$ cat config.mk
export PLATFORM = sky130hd
export DESIGN_NAME = sha256_byte_stream_hasher
export DESIGN_NICKNAME = d
export VERILOG_FILES = /design/src/sv/sbh_pkg.sv /design/src/sv/sha256_byte_stream_hasher.sv
export VERILOG_INCLUDE_DIRS = /design/src /design/src/sv
export SDC_FILE = /design/constraint.sdc
export NUM_CORES = 2
export LEC_CHECK = 0
export BUFFER_PORTS_ARGS = -buffer_cell sky130_fd_sc_hd__buf_2
export CAP_MARGIN = 0
export CORE_ASPECT_RATIO = 0.75
export CORE_UTILIZATION = 25
export CTS_CLUSTER_SIZE = 40
export DETAILED_ROUTE_END_ITERATION = 16
export PLACE_DENSITY = 0.51
export REMOVE_ABC_BUFFERS = 1
export SYNTH_ARGS = -nofsm -noshare
export SYNTH_HDL_FRONTEND = slang
export SYNTH_SLANG_ARGS = --single-unit
$ cat constraint.sdc
create_clock -name clk -period 39.1 [get_ports clk]
set_clock_uncertainty 0.2 [all_clocks]
set_input_delay 7.82 -clock clk [delete_from_list [all_inputs] [get_ports clk]]
set_output_delay 7.82 -clock clk [all_outputs]
set_load 0.01 [all_outputs]
$ cat src/sv/sha256_byte_stream_hasher_defines.svh
// Assertion macros for the SHA-256 byte stream hasher.
// Used by sha256_byte_stream_hasher.sv; expects clk and rst_n in scope.
`ifndef SHA256_BYTE_STREAM_HASHER_DEFINES_SVH
`define SHA256_BYTE_STREAM_HASHER_DEFINES_SVH

// Check a consequent in the same cycle as its antecedent.
`define SBH_ASSERT_NOW(lbl, cond, prop, msg) \
  lbl: assert property (@(posedge clk) disable iff (!rst_n) (cond) |-> (prop)) else $error(msg);

// Check a consequent in the cycle after its antecedent.
`define SBH_ASSERT_NEXT(lbl, cond, prop, msg) \
  lbl: assert property (@(posedge clk) disable iff (!rst_n) (cond) |=> (prop)) else $error(msg);

`endif

$ cat src/sv/sbh_pkg.sv
// Shared types, constants and round functions of the SHA-256 byte stream hasher.
// No dependencies; imported by sha256_byte_stream_hasher.
`default_nettype none

package sbh_pkg;

  typedef struct packed {
    logic [7:0] data_byte;
    logic       byte_present;
    logic       last;
  } in_word_t;

  typedef struct packed {
    logic [31:0] digest_word;
    logic [2:0]  word_index;
    logic        digest_last;
  } out_word_t;

  typedef enum logic [2:0] {
    ST_IDLE,
    ST_ROUND,
    ST_ADD,
    ST_PAD,
    ST_OUT
  } state_t;

  localparam logic [7:0] PAD_BYTE = 8'h80;
  localparam logic [5:0] LEN_POS  = 6'd56;

  localparam logic [31:0] ROUND_K [64] = '{
    32'h428a2f98, 32'h71374491, 32'hb5c0fbcf, 32'he9b5dba5,
    32'h3956c25b, 32'h59f111f1, 32'h923f82a4, 32'hab1c5ed5,
    32'hd807aa98, 32'h12835b01, 32'h243185be, 32'h550c7dc3,
    32'h72be5d74, 32'h80deb1fe, 32'h9bdc06a7, 32'hc19bf174,
    32'he49b69c1, 32'hefbe4786, 32'h0fc19dc6, 32'h240ca1cc,
    32'h2de92c6f, 32'h4a7484aa, 32'h5cb0a9dc, 32'h76f988da,
    32'h983e5152, 32'ha831c66d, 32'hb00327c8, 32'hbf597fc7,
    32'hc6e00bf3, 32'hd5a79147, 32'h06ca6351, 32'h14292967,
    32'h27b70a85, 32'h2e1b2138, 32'h4d2c6dfc, 32'h53380d13,
    32'h650a7354, 32'h766a0abb, 32'h81c2c92e, 32'h92722c85,
    32'ha2bfe8a1, 32'ha81a664b, 32'hc24b8b70, 32'hc76c51a3,
    32'hd192e819, 32'hd6990624, 32'hf40e3585, 32'h106aa070,
    32'h19a4c116, 32'h1e376c08, 32'h2748774c, 32'h34b0bcb5,
    32'h391c0cb3, 32'h4ed8aa4a, 32'h5b9cca4f, 32'h682e6ff3,
    32'h748f82ee, 32'h78a5636f, 32'h84c87814, 32'h8cc70208,
    32'h90befffa, 32'ha4506ceb, 32'hbef9a3f7, 32'hc67178f2
  };

  localparam logic [31:0] H_INIT [8] = '{
    32'h6a09e667, 32'hbb67ae85, 32'h3c6ef372, 32'ha54ff53a,
    32'h510e527f, 32'h9b05688c, 32'h1f83d9ab, 32'h5be0cd19
  };

  function automatic logic [31:0] big_sig0(input logic [31:0] x);
    return {x[1:0], x[31:2]} ^ {x[12:0], x[31:13]} ^ {x[21:0], x[31:22]};
  endfunction

  function automatic logic [31:0] big_sig1(input logic [31:0] x);
    return {x[5:0], x[31:6]} ^ {x[10:0], x[31:11]} ^ {x[24:0], x[31:25]};
  endfunction

  function automatic logic [31:0] small_sig0(input logic [31:0] x);
    return {x[6:0], x[31:7]} ^ {x[17:0], x[31:18]} ^ {3'b000, x[31:3]};
  endfunction

  function automatic logic [31:0] small_sig1(input logic [31:0] x);
    return {x[16:0], x[31:17]} ^ {x[18:0], x[31:19]} ^ {10'b0, x[31:10]};
  endfunction

  function automatic logic [31:0] choose(input logic [31:0] e, input logic [31:0] f,
                                         input logic [31:0] g);
    return (e & f) ^ (~e & g);
  endfunction

  function automatic logic [31:0] majority(input logic [31:0] a, input logic [31:0] b,
                                           input logic [31:0] c);
    return (a & b) ^ (a & c) ^ (b & c);
  endfunction

endpackage

`default_nettype wire

$ cat src/sv/sha256_byte_stream_hasher.sv
// A byte word is taken in idle on each handshake; every 64th byte starts the rounds of the block, then the add.
// On last: pad bytes fill each padded block (1 or 2 blocks), each runs rounds and add, then 8 out words follow.
// No bytes are taken during the 64 rounds and the add of a block, as there is a single round unit.
// Reset (synchronous, rst_n low): hash to initial values, fill and length counters cleared.
// No clearing pass: the block buffer is always written before it is read.
// Depends on sbh_pkg and sha256_byte_stream_hasher_defines.svh.
`default_nettype none
`include "sha256_byte_stream_hasher_defines.svh"

module sha256_byte_stream_hasher (
  input  logic                clk,
  input  logic                rst_n,
  input  logic                in_valid,
  output logic                in_ready,
  input  sbh_pkg::in_word_t   in_data,
  output logic                out_valid,
  input  logic                out_ready,
  output sbh_pkg::out_word_t  out_data
);
  import sbh_pkg::*;

  state_t        state_r, state_nxt;
  logic [511:0]  blk_r, blk_nxt;
  logic [5:0]    fill_r, fill_nxt;
  logic [60:0]   tot_r, tot_nxt;
  logic [63:0]   len_r, len_nxt;
  logic [31:0]   hash_r [8];
  logic [31:0]   hash_nxt [8];
  logic [31:0]   v_r [8];
  logic [31:0]   v_nxt [8];
  logic [5:0]    rnd_r, rnd_nxt;
  logic [2:0]    idx_r, idx_nxt;
  logic          fin_r, fin_nxt;
  logic          p80_r, p80_nxt;
  logic          lm_r, lm_nxt;
  logic          done_r, done_nxt;

  logic          in_acc, out_acc, out_end;
  logic          shift_en, blk_full, len_sel;
  logic [7:0]    shift_byte;
  logic [31:0]   w_cur, w_new, t1, t2;

  assign in_acc  = in_valid && in_ready;
  assign out_acc = out_valid && out_ready;
  assign out_end = out_acc && (idx_r == 3'd7);

  assign w_cur = blk_r[511:480];
  assign w_new = blk_r[511:480] + small_sig0(blk_r[479:448]) + blk_r[223:192]
                 + small_sig1(blk_r[63:32]);
  assign t1 = v_r[7] + big_sig1(v_r[4]) + choose(v_r[4], v_r[5], v_r[6])
              + ROUND_K[rnd_r] + w_cur;
  assign t2 = big_sig0(v_r[0]) + majority(v_r[0], v_r[1], v_r[2]);

  always_comb begin
    shift_en   = 1'b0;
    len_sel    = 1'b0;
    shift_byte = in_data.data_byte;
    if (state_r == ST_IDLE) begin
      shift_en = in_acc && in_data.byte_present;
    end else if (state_r == ST_PAD) begin
      shift_en = 1'b1;
      if (!p80_r) begin
        shift_byte = PAD_BYTE;
      end else if (lm_r && (fill_r >= LEN_POS)) begin
        len_sel    = 1'b1;
        shift_byte = len_r[63:56];
      end else begin
        shift_byte = 8'h00;
      end
    end
  end

  assign blk_full = shift_en && (fill_r == 6'd63);

  always_comb begin
    state_nxt = state_r;
    unique case (state_r)
      ST_IDLE: begin
        if (in_acc) begin
          if (blk_full) begin
            state_nxt = ST_ROUND;
          end else if (in_data.last) begin
            state_nxt = ST_PAD;
          end
        end
      end
      ST_ROUND: begin
        if (rnd_r == 6'd63) begin
          state_nxt = ST_ADD;
        end
      end
      ST_ADD: begin
        if (done_r) begin
          state_nxt = ST_OUT;
        end else if (fin_r) begin
          state_nxt = ST_PAD;
        end else begin
          state_nxt = ST_IDLE;
        end
      end
      ST_PAD: begin
        if (blk_full) begin
          state_nxt = ST_ROUND;
        end
      end
      ST_OUT: begin
        if (out_end) begin
          state_nxt = ST_IDLE;
        end
      end
      default: state_nxt = ST_IDLE;
    endcase
  end

  always_comb begin
    in_ready             = 1'b0;
    out_valid            = 1'b0;
    out_data.digest_word = hash_r[idx_r];
    out_data.word_index  = idx_r;
    out_data.digest_last = (idx_r == 3'd7);
    unique case (state_r) inside
      ST_IDLE:  in_ready  = 1'b1;
      ST_OUT:   out_valid = 1'b1;
      ST_ROUND, ST_ADD, ST_PAD: begin
        in_ready  = 1'b0;
        out_valid = 1'b0;
      end
      default: begin
        in_ready  = 1'b0;
        out_valid = 1'b0;
      end
    endcase
  end

  always_comb begin
    blk_nxt  = blk_r;
    fill_nxt = fill_r;
    tot_nxt  = tot_r;
    len_nxt  = len_r;
    rnd_nxt  = 6'd0;
    idx_nxt  = idx_r;
    fin_nxt  = fin_r;
    p80_nxt  = p80_r;
    lm_nxt   = lm_r;
    done_nxt = done_r;
    hash_nxt = hash_r;
    v_nxt    = v_r;

    if (shift_en) begin
      blk_nxt  = {blk_r[503:0], shift_byte};
      fill_nxt = fill_r + 6'd1;
    end else if (state_r == ST_ROUND) begin
      blk_nxt = {blk_r[479:0], w_new};
    end

    if (in_acc && in_data.byte_present) begin
      tot_nxt = tot_r + 61'd1;
    end
    if (in_acc && in_data.last) begin
      fin_nxt = 1'b1;
      len_nxt = {tot_nxt, 3'b000};
    end
    if (len_sel) begin
      len_nxt = {len_r[55:0], 8'h00};
    end

    if ((state_r == ST_PAD) && !p80_r) begin
      p80_nxt = 1'b1;
      if (fill_r < LEN_POS) begin
        lm_nxt = 1'b1;
      end
    end
    if ((state_r == ST_ADD) && fin_r) begin
      lm_nxt = 1'b1;
    end
    if ((state_r == ST_PAD) && blk_full && lm_r) begin
      done_nxt = 1'b1;
    end

    if ((state_nxt == ST_ROUND) && (state_r != ST_ROUND)) begin
      v_nxt = hash_r;
    end else if (state_r == ST_ROUND) begin
      rnd_nxt  = rnd_r + 6'd1;
      v_nxt[7] = v_r[6];
      v_nxt[6] = v_r[5];
      v_nxt[5] = v_r[4];
      v_nxt[4] = v_r[3] + t1;
      v_nxt[3] = v_r[2];
      v_nxt[2] = v_r[1];
      v_nxt[1] = v_r[0];
      v_nxt[0] = t1 + t2;
    end

    if (state_r == ST_ADD) begin
      for (int i = 0; i < 8; i++) begin
        hash_nxt[i] = hash_r[i] + v_r[i];
      end
    end

    if (out_acc) begin
      idx_nxt = idx_r + 3'd1;
    end
    if (out_end) begin
      hash_nxt = H_INIT;
      tot_nxt  = '0;
      fill_nxt = '0;
      fin_nxt  = 1'b0;
      p80_nxt  = 1'b0;
      lm_nxt   = 1'b0;
      done_nxt = 1'b0;
    end
  end

  always_ff @(posedge clk) begin
    if (!rst_n) begin
      state_r <= ST_IDLE;
      fill_r  <= '0;
      tot_r   <= '0;
      rnd_r   <= '0;
      idx_r   <= '0;
      fin_r   <= 1'b0;
      p80_r   <= 1'b0;
      lm_r    <= 1'b0;
      done_r  <= 1'b0;
      hash_r  <= H_INIT;
    end else begin
      state_r <= state_nxt;
      fill_r  <= fill_nxt;
      tot_r   <= tot_nxt;
      rnd_r   <= rnd_nxt;
      idx_r   <= idx_nxt;
      fin_r   <= fin_nxt;
      p80_r   <= p80_nxt;
      lm_r    <= lm_nxt;
      done_r  <= done_nxt;
      hash_r  <= hash_nxt;
    end
  end

  always_ff @(posedge clk) begin
    blk_r <= blk_nxt;
    len_r <= len_nxt;
    v_r   <= v_nxt;
  end

  `SBH_ASSERT_NEXT(a_round_end, (state_r == ST_ROUND) && (rnd_r == 6'd63), state_r == ST_ADD, "round count did not end in add")
  `SBH_ASSERT_NEXT(a_restart, out_valid && out_ready && out_data.digest_last, in_ready && (fill_r == 6'd0) && (tot_r == '0), "no clean restart after digest")
  `SBH_ASSERT_NOW(a_one_side, out_valid, !in_ready, "input open while digest pending")
  `SBH_ASSERT_NOW(a_final_block, done_r, fin_r && lm_r && p80_r, "final block without padding")

endmodule

`default_nettype wire
; Word level (Yosys, flattened, before mapping)
; Memory sizes are Yosys's and may differ from the RTL's.
; Cells that the tools add are included.
[word_totals]
regBits = 1168
romBits = 2048
input_bits = 14
memories = 1
[classes]
addsub = 22
n_lt_le_gt_ge = 4
eq_ne = 9
mux = 36
bitwise = 21
reduce_logical = 22
[mem_list]
columns = memory, words, width, read_ports, rd_ports_with_merged_regs, wr, line_no
row1 = (name not given), 64, 32, 1, 0, 0, sha256_byte_stream_hasher.sv:51  ; + ROUND_K[rnd_r] + w_cur;
[ops]
columns = cell, count
row1 = $mux W512, 2
row2 = $add A32 B32 Y32, 18
row3 = $mux W256, 2
row4 = $xor A32 B32 Y32, 9
row5 = $and A32 B32 Y32, 5
row6 = $mux W32, 4
row7 = $mux W64, 2
row8 = $bmux W32 S3, 1
row9 = $add A61 B1 Y61 const B, 1
row10 = $mux W61, 1
row11 = $mux W8, 4
row12 = $not A32 Y32, 1
row13 = $xor A32 B22 Y32, 1
row14 = $xor A32 B29 Y32, 1
row15 = $mux W3, 7
row16 = $pmux W3 S5, 1
row17 = $add A6 B1 Y6 const B, 2
row18 = $eq A6 B6 Y1 const B, 2
row19 = $logic_and A1 B1 Y1, 12
row20 = $mux W1, 11
row21 = $reduce_bool A2 Y1, 5
row22 = $ge A7 B7 Y1 const B, 1
row23 = $not A6 Y7, 1
row24 = $eq A3 B1 Y1 const B, 2
row25 = 15 further kinds, 18

; Depth between registers and ports, before layout
[logic_depth]
depth_word = 12
ltp_mapped = 36
ltp_nobuf = 35

; Worst setup path before layout
; No wires, ideal clock.
[synth_path]
kind = reg2reg
from = reg state_r[0]
to = reg blk_r[0], enable pin
setup_ps = 2098
t_arrival_ps = 36158
t_required_ps = 36802
slack_ps = 645
path_stages_with_launch = 3
path_buffers = 0
path_cell_list = dfxtp_1 inv_1 o21ai_0
[synth_between]
elab_chain_cells = 6
word_cells_on_any_way = 9
[synth_rtl]
columns = element, line_no
row1 = start: declaration, sha256_byte_stream_hasher.sv:22  ; state_t state_r, state_nxt;
row2 = start signal: assignment, sha256_byte_stream_hasher.sv:227  ; state_r <= state_nxt;
row3 = $logic_not A3 Y1, sha256_byte_stream_hasher.sv:58  ; if (state_r == ST_IDLE) begin
row4 = $mux W1, sha256_byte_stream_hasher.sv:121  ; unique case (state_r) inside
row5 = $logic_and A1 B1 Y1, sha256_byte_stream_hasher.sv:43  ; assign in_acc = in_valid && in_ready;
row6 = $logic_and A1 B1 Y1, sha256_byte_stream_hasher.sv:59  ; shift_en = in_acc && in_data.byte_present;
row7 = $mux W1, sha256_byte_stream_hasher.sv:58
row8 = $reduce_bool A2 Y1 (no source line) *, --
row9 = end signal: assignment, sha256_byte_stream_hasher.sv:241  ; blk_r <= blk_nxt;
row10 = end: declaration, sha256_byte_stream_hasher.sv:23  ; logic [511:0] blk_r, blk_nxt;
; Mark *: on every way between the ends. The rest lies on a longest branch, timed or not.
; A chain may end at the register's enable or synchronous reset.

; Final worst setup path
[layout_path]
from = in in_valid
to = reg v_r[144] (netlist name), enable pin
[layout_between]
elab_chain_cells = 10
word_cells_on_any_way = 11
[layout_rtl]
columns = element, line_no
row1 = start: declaration, sha256_byte_stream_hasher.sv:13  ; input logic in_valid,
row2 = $logic_and A1 B1 Y1 *, sha256_byte_stream_hasher.sv:43
row3 = $logic_and A1 B1 Y1, sha256_byte_stream_hasher.sv:59
row4 = $mux W1, sha256_byte_stream_hasher.sv:58
row5 = $logic_and A1 B1 Y1, sha256_byte_stream_hasher.sv:73  ; assign blk_full = shift_en && (fill_r == 6'd63);
row6 = $mux W3, sha256_byte_stream_hasher.sv:80  ; if (blk_full) begin
row7 = $mux W3, sha256_byte_stream_hasher.sv:79  ; if (in_acc) begin
row8 = $pmux W3 S5 *, sha256_byte_stream_hasher.sv:77  ; unique case (state_r)
row9 = $eq A3 B1 Y1 *, sha256_byte_stream_hasher.sv:180  ; if ((state_nxt == ST_ROUND) && (state_r != ST_ROUND)) begin
row10 = $logic_and A1 B1 Y1 *, sha256_byte_stream_hasher.sv:180
row11 = $reduce_bool A2 Y1 (no source line) *, --
row12 = end signal: assignment, sha256_byte_stream_hasher.sv:243  ; v_r <= v_nxt;
row13 = end: declaration, sha256_byte_stream_hasher.sv:29  ; logic [31:0] v_r [8];
; Marks and branches as above.

==> results.toml <==
[floorplan]
die_area_um2 = 310000
core_um2 = 306000
ios = 52
die-height_um = 483
initial_utilization_pct = 25.1
num_rows = 176
fp.dieW_um = 643

[timing]
setup_viol = 0
slew_headroom_pct = 19.5
worst_pin_slew_ps = 1200
post-route-min-period_ps = 11790
finalSetupTns_ps = 0
rsz0062_at_grt = "no"
hold_viol = 0
slew_viol_final = 0
finalCritPeriodShare_pct = 30.1
fmax_ghz = 0.0848

[critical_path]
cp-startpoint = "in_valid"
required_ps = 39360
start_kind = "input port"
crit_buf_inv = 3
cp_slowest_cell = "buf_4"
regToRegStartpoint = "rnd_r[1]$_SDFF_PP0_"
crit_arrival_ps = 12050
critPathMaxStageDelay_ps = 850
path_cells = "buf_2, nand3_2, nand2_4, nand3_1, nor2_4, nand3b_1, a21oi_4, buf_12, buf_4"
path_class = "input port to register"
worstPathMaxFanout = 139
crit_family = "simple AND/OR/NAND/NOR gates"
critPathCaptureType = "register"

[layout]
utilization_pct = 28.1
nets = 9077
syn2layout_area_growth_pct = 11.8
drive_above_1_share_pct = 6.21

[yosys]
synth.avg_cell_area_um2 = 8.89
synthesis.area_um2 = 77000
netlist-cell-type-count = 93
async_reset_ff_share_pct = 0
yosysSeqAreaShare_pct = 41.1
ys_seq_elements = 1168
synth_edf_count = 824
dominantRegCellSynth = "edfxtp_1"
ys_warn_count = 0
syn_inst = 8657

[drt]
drtIter0Drc = 7210
wl_per_cell_um = 20.5
drc = 2
num_vias = 62100
drtPass1Iterations = 12
routed_wl_um = 260000
postRouteAntennaNets = 0
wl_met1_um = 131000
wl_met2_um = 102000
viasPerCell = 4.90
top_layer = "met5"
wl_met3_um = 21800

[clock_network]
path_clk_slew_ps = 60
cts_sinks = 1168
cts_tree = "yes"
postCtsSetupBuffers = 0
cts_hold_buf = 0
clk_latency_ps = 850
cts_resized = 0
cts-root-buf = "clkbuf_16"
htreeDepth = 4
numCtsBuffers = 149
clockBufferDepth = 4

[placed_design]
place_congestion = 0.926
place_hpwl_um = 189000
io_buffers = 51

[outcome]
outcome = "finished with violations"
violations = "DRC"

[grt]
antenna_found_initial = 18
grt_pass1_wl_um = 384000
grt_util_all_layers_pct = 16.2
overflow = 0
grt_max_degree = 224
grt_pass1_vias = 58100

[hold_path]
min_from = "fin_r$_SDFFE_PP0P_"
hold_class = "register to register"

[run]
maxCapViolations = 0
per-stage QoR:
stage                     instance area [um^2]  hold WS (ps)  cells  worst slack [ps]
final                                    86100           270  12700             27310
after global routing                     86100           282  12700             27060
after CTS                                86100           273  12700             27160
after detailed placement                 81400           262  12400             26440
after global placement                   81400           260  12400             26560
after floorplan                          75200           239   8182               645
metal layers:
layer | GRT usage (%) | vias up
met4 | 3.00 | 4
met2 | 22.3 | 2194
met1 | 25.5 | 30300
met5 | 0 | -
met3 | 3.46 | 319
li1 | - | 29300
tightest hold or removal path: stages, from the launching register on:
cell and delay (ps):
dfxtp_1 320, inv_1 50, a21oi_1 50
cell families after synthesis:
logic type | count (synthesis) | synth area share, %
AO/OA/AOI/OAI | 1762 | 14.2
XOR/XNOR | 615 | 7.00
buffers and inverters | 983 | 4.80
flip-flops | 1168 | 41.1
multiplexers | 151 | 3.19
adder cells (fa/ha/maj) | 602 | 11.7
AND/OR/NAND/NOR | 3376 | 18.0
cell usage in the layout (no fill, tap or decap), drive strengths merged, types with 18 or more instances in the layout:
cell type / count
nand2: 2465
edfxtp: 824
o21ai: 514
inv: 510
a21oi: 500
ha: 404
nor2: 389
xnor2: 350
dfxtp: 344
xor2: 265
clkbuf: 199
fa: 195
a21o: 187
buf: 131
nand3: 116
o211ai: 101
nor3: 80
mux4: 69
o21a: 67
mux2: 65
nor2b: 59
a211oi: 57
and3: 51
o21bai: 44
nand2b: 44
clkinv: 42
or3: 41
a31oi: 39
nand4: 37
o31ai: 35
and2: 24
o22ai: 23
a211o: 18
path summary, 6_finish.rpt:
check,end,slack [ps],cells after the start
worst min-delay path,fin_r$_SDFFE_PP0P_,270,2
worst max-delay path,v_r[144]$_DFFE_PP_,27310,9
worst max register to register,v_r[255]$_DFFE_PP_,28530,31
worst min register to register,fin_r$_SDFFE_PP0P_,270,2
synthesized netlist by cell type, drive strengths merged, types with 14 or more instances:
cell / n / area (um^2)
dfxtp: 344 / 6890
xor2: 265 / 2320
a221oi: 16 / 153
o22ai: 23 / 144
and2: 24 / 151
nor2: 389 / 1470
nor3: 80 / 417
a311oi: 17 / 149
o211ai: 101 / 758
nor3b: 14 / 105
o21bai: 44 / 330
o31ai: 35 / 268
nor2b: 59 / 369
a211o: 18 / 158
nand4: 37 / 238
a21o: 187 / 1400
nand2b: 44 / 275
nand2: 2465 / 9260
a31oi: 39 / 256
and3: 51 / 319
ha: 404 / 5050
edfxtp: 824 / 24700
or3: 41 / 257
o21a: 67 / 503
fa: 195 / 3900
mux2: 65 / 732
mux4: 69 / 1550
buf: 46 / 175
a211oi: 57 / 428
xnor2: 350 / 3070
clkbuf: 429 / 1610
o21ai: 514 / 2570
nand3: 116 / 586
inv: 506 / 1900
a21oi: 500 / 2500
mux2i: 17 / 170
flip-flops by register name, indices dropped and copies added, names as in the netlist:
name     count
p80_r        1
rnd_r        6
done_r       1
lm_r         1
fill_r       6
v_r        256
len_r       61
tot_r       61
fin_r        1
idx_r        3
hash_r     256
state_r      3
blk_r      512
layout make-up:
class | instances | area, um^2
Inverter | 508 | 1910
Clock buffer | 199 | 4100
Antenna cell | 2 | 5.00
Multi-Input combinational cell | 6506 | 41700
Clock inverter | 59 | 591
Sequential cell | 1168 | 31600
Fill cell | 32300 | 220000
Timing Repair Buffer | 131 | 956
Tap cell | 4094 | 5120
Power is not shown: default switching activity piles up to over one toggle a cycle in this logic, so the estimate is an artifact.
